File: src/hw/rtl/bba_ram.sv
module bba_ram #(
   parameter int WIDTH = 8,
   parameter int DEPTH = 16
) (
   input  logic                     clock,
   input  logic                     wr_en,
   input  logic [$clog2(DEPTH)-1:0] wr_addr,
   input  logic [WIDTH-1:0]         wr_data,
   input  logic [$clog2(DEPTH)-1:0] rd_addr,
   output logic [WIDTH-1:0]         rd_data
);
   logic [WIDTH-1:0] mem [DEPTH];

   always_ff @(posedge clock) begin
      if (wr_en) begin
         mem[wr_addr] <= wr_data;
      end
      rd_data <= mem[rd_addr];
   end
endmodule

File: config.mk
export PLATFORM = sky130hd
export DESIGN_NAME = bba_ram
export DESIGN_NICKNAME = d
export VERILOG_FILES = /design/src/hw/rtl/bba_ram.sv
export SDC_FILE = /design/constraint.sdc
export NUM_CORES = 1
export LEC_CHECK = 0
export BUFFER_PORTS_ARGS = -buffer_cell sky130_fd_sc_hd__buf_2
export CORE_MARGIN = 2
export CORE_UTILIZATION = 60
export CTS_CLUSTER_SIZE = 30
export DETAILED_ROUTE_END_ITERATION = 16
export PLACE_DENSITY = 0.88
export SYNTH_ARGS = -nofsm -noshare
export SYNTH_HDL_FRONTEND = slang
export SYNTH_SLANG_ARGS = --single-unit
export TNS_END_PERCENT = 10
File: constraint.sdc
create_clock -name clock -period 5.6 [get_ports clock]
set_input_delay 1.12 -clock clock [delete_from_list [all_inputs] [get_ports clock]]
set_output_delay 1.12 -clock clock [all_outputs]
set_load 0.03 [all_outputs]
==> results.ini <==
[floorplan]
coreArea_mm2 = 0.00826
die-area_mm2 = 0.00934
initial_core_util_pct = 62.3
dieHeight_um = 96.6
die_x_um = 96.6
rows = 33
io_pins = 26

[setup_path]
path_class = in -> reg
setup.worst_path.end_class = register
arrival_ns = 2.75
regToRegSetupSlack_ns = 4.16
r2r_end = rd_data[6]$_DFF_P_
startpoint_type = input pin
crit_path_max_fanout = 8
required_ns = 5.73
rr_worst_depth = 3
crit-reg2reg-launch = mem[11][6]$_DFFE_PP_

[logic_synthesis]
yosys_warnings = 0
synth.net_count = 247
netlist_top_cells_area = edfxtp_1 (75%), mux4_2 (7.9%), mux4_1 (7.1%)
avgSynthCellArea_um2 = 22.5
yosys.area.top_type = edfxtp_1
yosysTopAreaCellShare_pct = 74.7
synth_seq_area_share_pct = 77.8
ys_ff_latch = 136
netlist_area_mm2 = 0.00515
syn_inst = 229
synthDistinctLibCells = 19

[clocking]
clockBufferDepth = 2
cts_buffers = 17
clkSlewWorstSetupHoldPaths_ns = 0.06
cts_root_buf = clkbuf_8
holdBufCountCts = 0
cts.sinks = 136
cts_resized = 0
clk_latency_ns = 0.53
cts_setup_buffers = 0
htreeDepth = 4
cts_tree = done

[timing]
period_share_pct = 46.9
fin_tns_setup_ns = 0
holdWs_ns = 0.702
rsz0062_at_grt = no
report.final.slew_viol_count = 0
setup_violations = 0
hold_violations = 0
tightest_slew_ns = 1.31
fin_ws_ns = 2.98
relSlewSlack_pct = 12.3
fmax_ghz = 0.381
skew_ns = 0.0138
period_needed_ns = 2.62

[route]
drc_errors = 0
drt_first_pass_iters = 4
detail_route.iter0.violations = 327
vias_per_cell = 6.49
detail_route.wl_per_cell_um = 27.2
drtAntennaViolNets = 0
wl_um = 10400
via_count = 2493

[global_routing]
grt_pass1_vias = 2603
grt_pass1_wl_um = 15800
gr-total-overflow = 0
grt_start_max_net_pins = 33
antenna_found_initial = 0
grt_usage_pct = 23.9

[worst_hold_path]
hp-class = reg -> reg
hp-start = mem[13][0]$_DFFE_PP_
min_path_cells = 3
min_to = rd_data[0]$_DFF_P_

[power]
vdd_drop_max_uv = 293
p_leak_nw = 2.04
power_density_mw_per_mm2 = 422

[status]
outcome = finished, final reports clean

[layout]
drive_above_1_share_pct = 27.2
area_growth_pct = 16.9
num_antenna_cells = 0
final_cell_mix = edfxtp_1 (128), buf_2 (25), mux4_2 (18), a22oi_1 (16), clkbuf_16 (16)
mostFrequentLayoutCell = edfxtp_1
nets = 284
fillers = 471
fin_util_pct = 72.9

[place]
portBuffers = 25
dp_hpwl_um = 5890
pre_cts_slack_ns = 2.47
gp_congestion = 0.768

[flow_run]
drv_cap = 0

[metal layers]
layer / vias up / GRT usage [%] / part of all wire, %
met5: - / 0 / 0
met4: 0 / 9.64 / 1.6
met3: 16 / 7.66 / 8.2
met2: 145 / 35.6 / 49
met1: 1287 / 33.6 / 41
li1: 1045 / - / -
[kinds of logic after synthesis]
| logic type | after synthesis | share of synthesized area, % |
|---|---|---|
| flops | 136 | 77.8 |
| simple gates | 35 | 3.18 |
| mux | 32 | 15.0 |
| compound gates | 16 | 2.33 |
| buf+inv | 10 | 1.68 |
[cells in the mapped netlist]
| master | n |
|---|---|
| buf_6 | 3 |
| dfxtp_1 | 8 |
| nor2_1 | 13 |
| or3b_2 | 1 |
| clkdlybuf4s25_2 | 3 |
| mux4_2 | 18 |
| buf_2 | 3 |
| nand2b_1 | 2 |
| and2_1 | 1 |
| buf_4 | 1 |
| nand3b_1 | 2 |
| and2b_1 | 1 |
| nand3_1 | 1 |
| nor3_1 | 4 |
| mux4_1 | 14 |
| nand2_1 | 9 |
| nor2b_1 | 1 |
| a22oi_1 | 16 |
| edfxtp_1 | 128 |
[per-stage QoR]
| step | power, mW | area (um^2) | instances |
|---|---|---|---|
| 2_1_floorplan | 1.24 | 5150 | 229 |
| 3_5_place_dp | 1.28 | 5340 | 352 |
| 4_1_cts | 2.54 | 6020 | 384 |
| 5_1_grt | 2.60 | 6020 | 384 |
| 3_3_place_gp | 1.27 | 5340 | 352 |
| 6_report | 2.54 | 6020 | 384 |
[critical path, cell delays in order]
cell	delay (ns)
buf_2	0.12
or3b_2	0.51
nor3_1	1.01
[cell type report]
type / count / area (um^2) / area share [%]
clock buffer: 19 / 432 / 7.17
clock inverter: 13 / 248 / 4.12
multi-input combinational: 83 / 1060 / 17.6
sequential: 136 / 4000 / 66.5
tap: 105 / 131 / 2.18
timing repair buffer: 28 / 148 / 2.45
[how the worst max path moves through the flow]
| stage | cells after the start | start | to |
|---|---|---|---|
| after global placement | 3 | wr_addr[2] | mem[0][3]$_DFFE_PP_ |
| final | 3 | wr_addr[2] | mem[0][5]$_DFFE_PP_ |
| after floorplan | 2 | wr_addr[2] | mem[0][0]$_DFFE_PP_ |
| after CTS | 3 | wr_addr[2] | mem[0][5]$_DFFE_PP_ |
| after detailed placement | 3 | wr_addr[2] | mem[0][2]$_DFFE_PP_ |
| after global routing | 3 | wr_addr[2] | mem[0][5]$_DFFE_PP_ |
[report_power, final]
part           leakage [nW]  internal, mW  switching [mW]  total [mW]
clock                 0.328         0.868           0.409        1.28
combinational         0.486        0.0410          0.0729       0.114
sequential             1.22          1.14         0.00927        1.15
total                  2.04          2.05           0.491        2.54
[registers in the layout (all words and copies together), names as in the netlist]
signal and cells:
rd_data 8, mem 128
(Power assumes the default switching activity.)
